$ cat config.mk
export PLATFORM = sky130hd
export DESIGN_NAME = lpmr_ram
export DESIGN_NICKNAME = d
export VERILOG_FILES = /design/src/hw/rtl/lpmr_ram.sv
export SDC_FILE = /design/constraint.sdc
export NUM_CORES = 1
export LEC_CHECK = 0
export BUFFER_PORTS_ARGS = -buffer_cell sky130_fd_sc_hd__buf_2
export CAP_MARGIN = 20
export CORE_UTILIZATION = 54
export CTS_CLUSTER_DIAMETER = 200
export DETAILED_ROUTE_END_ITERATION = 7
export GPL_TIMING_DRIVEN = 0
export HOLD_SLACK_MARGIN = 0.05
export PLACE_DENSITY = 0.76
export SLEW_MARGIN = 20
export SYNTH_ARGS = -nofsm -noshare
export SYNTH_HDL_FRONTEND = slang
export SYNTH_SLANG_ARGS = --single-unit
$ cat constraint.sdc
create_clock -name clk -period 4.7 [get_ports clk]
set_clock_uncertainty 0.2 [all_clocks]
set_input_delay 0.94 -clock clk [delete_from_list [all_inputs] [get_ports clk]]
set_output_delay 0.94 -clock clk [all_outputs]
set_load 0.005 [all_outputs]
$ cat src/hw/rtl/lpmr_ram.sv
`default_nettype none
// ----------------------------------------------------------------------------
// lpmr_ram
// Generic single-write, single-read synchronous RAM with registered read.
// ----------------------------------------------------------------------------
module lpmr_ram #(
    parameter int WIDTH = 8,
    parameter int DEPTH = 16
) (
    input  wire logic                     clk,
    input  wire logic                     we,
    input  wire logic [$clog2(DEPTH)-1:0] waddr,
    input  wire logic [WIDTH-1:0]         wdata,
    input  wire logic                     re,
    input  wire logic [$clog2(DEPTH)-1:0] raddr,
    output logic      [WIDTH-1:0]         rdata
);

    logic [WIDTH-1:0] mem [DEPTH];

    // Write port.
    always_ff @(posedge clk)
    begin
        if (we)
            mem[waddr] <= wdata;
    end

    // Registered read port; data holds until the next read.
    always_ff @(posedge clk)
    begin
        if (re)
            rdata <= mem[raddr];
    end

endmodule

`default_nettype wire

==> results.md <==
| Quantity | Value |
|:---|:---|
| Number of clock buffers inserted by TritonCTS | 17 |
| Area used by multi-input combinational logic | 0.00108 mm^2 |
| Number of nets produced by synthesis | 248 |
| Area growth from synthesis to final layout | 17.3% |
| Instance count after placement with tap cells included | 383 |
| Final weighted congestion of routability-driven global placement | 0.726 |
| Global routing usage summed across all routing layers | 21.7% |
| Portion of synthesized cell area occupied by the leading cell type | 78.1% |
| Hold Fails Final Rpt | 0 |
| Number of rows created at floorplan | 35 |
| Avg Synthesized Cell Area | 22.8 um^2 |
| Proportion of synthesized area in mux cells | 14.8% |
| Post-synthesis simple-gate area fraction | 3.14% |
| Average detailed-routed wire length per instance | 23.2 um |
| Final number of max-transition violations | 0 |
| Number of distinct library cells after synthesis | 18 |
| Number of inserted filler cells in the final layout | 593 |
| Antenna Cells | 0 |
| Share of the yosys chip area belonging to registers | 78.1% |
| Antenna-violating nets left | 0 |
| Number of cells upsized or downsized after cts | 0 |
| Number of search-and-repair iterations in the first detailed-routing pass | 4 |
| Synthesized-area fraction occupied by ao, oa, aoi and oai cells | 2.30% |
| Dominant cells by area after synthesis | edfxtp_1, mux4_2, mux4_1 |
| Fin crit period | 2.31 ns |
| Count of vias placed by the detailed router | 2,420 |
| Crit share post-route | 49.2% |
| Category of the worst setup path capture point | flop |
| Slew at the pin closest to its max-slew limit | 0.809 ns |
| Synthesis-stage register bit count | 136 |
| Number of standard cells in the layout, taps in and fillers out | 415 |
| Die span in y | 100 um |
| H-Tree Depth | 4 |
| Clock tree from TritonCTS | yes |
| Number of antenna violations at the first check in global routing | 0 |
| Maximum fanout encountered on the critical timing path | 8 |
| Critical path data arrival time | 2.25 ns |
| Yosys synthesis warning count | 0 |
| Detailed Route WL | 9630 um |
| Worst hold path type | input pin to flop |
| Worst setup slack before clock tree synthesis | 1.86 ns |
| Mapped Area | 0.00523 mm^2 |
| Worst Setup Path Type | input pin to flop |
| Unrepaired setup endpoints after global routing | no |
| Run status | finished, final reports clean |
| IO Port Bufs | 25 |
| Source-to-sink clock delay at the later pin of the worst-skew pair | 0.51 ns |
| Post-synthesis xor/xnor area fraction | 0% |
| Number of buffers added for setup after CTS | 0 |
| Initial DRC Count | 199 |
| Clk sink count | 136 |
| Cells after Synth | 229 |
| Standard cell core area | 0.00933 mm^2 |
| Final-stage net count | 292 |
| Largest area contributor in the synthesized netlist | edfxtp_1 |
| Startpoint class of the critical path | input pin |
| Residual DRC | 0 |
| Final worst hold slack | 0.560 ns |
| Leakage | 2.04 nW |
| Sequential cell area | 0.00408 mm^2 |
| Final setup violation count | 0 |
| Vias per cell | 5.83 |
| Floorplan die area | 0.0101 mm^2 |
| Starting density of the core | 56.0% |
| Clock slew at reported path FFs | 0.06 ns |
| Clock tree root driver cell | clkbuf_8 |
| Pin count of the biggest net entering global routing | 17 |
| Data required, critical path | 4.64 ns |
| Global-route wire length before repair | 14,600 um |
| Rel. slew slack | 45.9% |
| Total congestion overflow | 0 |
| Bufs on Longest Clock Path | 2 |
| Post-synthesis adder-cell area fraction | 0% |
| Peak VDD IR | 0.000258 V |
| Smallest setup slack after layout | 2.39 ns |
| Vias in the first global route | 2,508 |
| Aggregate negative setup slack | 0 ns |
| Proportion of layout cells with a drive suffix above 1 | 30.4% |
| Max capacitance violation total | 0 |
| Sum of net half-perimeters after detailed placement | 5940 um |
| Combinational family with the most area after synthesis | multiplexers |
| Power density over cell area | 460 mW/mm^2 |
| Highest clock frequency the design can meet | 0.433 GHz |
| I/O pin count | 27 |
| Count of hold buffers inserted by post-cts repair | 0 |
| Die outline width | 100 um |
==> layout by cell type, fill, tap and decap left out, types with 3 or more instances in the layout <==
cell type and count:
a22oi_1 16, nor3_2 4, buf_6 3, nand2_1 9, clkdlybuf4s25_2 3, mux4_1 14
clkinv_2 3, buf_2 28, clkbuf_16 16, bufinv_16 4, clkinvlp_4 4, edfxtp_1 136
mux4_2 18, nor2_1 13
==> final timing paths <==
kind                                  from        end  slack [ns]  cells past startpoint
worst max-delay path              waddr[2]  mem[2][5]        2.39                      3
worst min-delay path                    re   rdata[7]        0.56                      1
worst max register to register   mem[4][1]   rdata[1]        2.91                      3
worst min register to register  mem[11][1]   rdata[1]        0.56                      3
==> critical path, stage by stage <==
cell	delay, ns
buf_2	0.11
or3b_2	0.54
nor2_1	0.65
==> stage by stage <==
step           cell area (um^2)  total power [mW]  util (%)
3_3_place_gp               5510              1.52      59.1
3_5_place_dp               5530              1.53      59.3
5_1_grt                    6130              2.90      65.8
2_1_floorplan              5230              1.47         -
6_report                   6130              2.82      65.8
4_1_cts                    6130              2.84      65.8
==> sequential cells by signal, indices dropped and copies added, names as in the netlist <==
register and count:
mem 128, rdata 8
==> logic make-up (layout without fill, tap and decap cells) <==
kind of cell    after synthesis  in the layout
compound gates               16             16
buf+inv                      10             67
flops                       136            136
mux                          32             32
simple gates                 35             35
==> Yosys cell counts <==
cell type / number
buf_4: 1
nand2b_1: 2
and2_1: 1
nor2b_1: 1
a22oi_1: 16
buf_6: 3
mux4_2: 18
nand2_1: 9
nor2_1: 13
mux4_1: 14
clkdlybuf4s25_2: 3
nor3_1: 4
or3b_2: 1
nand3_1: 1
nand3b_1: 2
edfxtp_1: 136
buf_2: 3
and2b_1: 1
==> power breakdown <==
part	switching, mW	internal, mW
Combinational	0.0741	0.0526
Clock	0.467	0.854
Sequential	0.00626	1.37
Total	0.547	2.27
==> final cells by class <==
class	count	area share [%]
flip-flops and latches	136	66.6
multi-input cells	83	17.6
clock buffers	18	6.81
clock inverters	14	2.96
well taps	129	2.63
repair buffers	25	2.04
plain buffers	10	1.41
==> per-layer routing <==
layer / vias to the layer above / GRT usage (%) / share of wire (%)
met2: 111 / 34.4 / 49
met4: 0 / 9.03 / 1.8
li1: 1075 / - / -
met1: 1225 / 28.8 / 41
met5: - / 0 / 0
met3: 9 / 6.20 / 7.5
No activity file was read; power rests on OpenSTA's default activity.
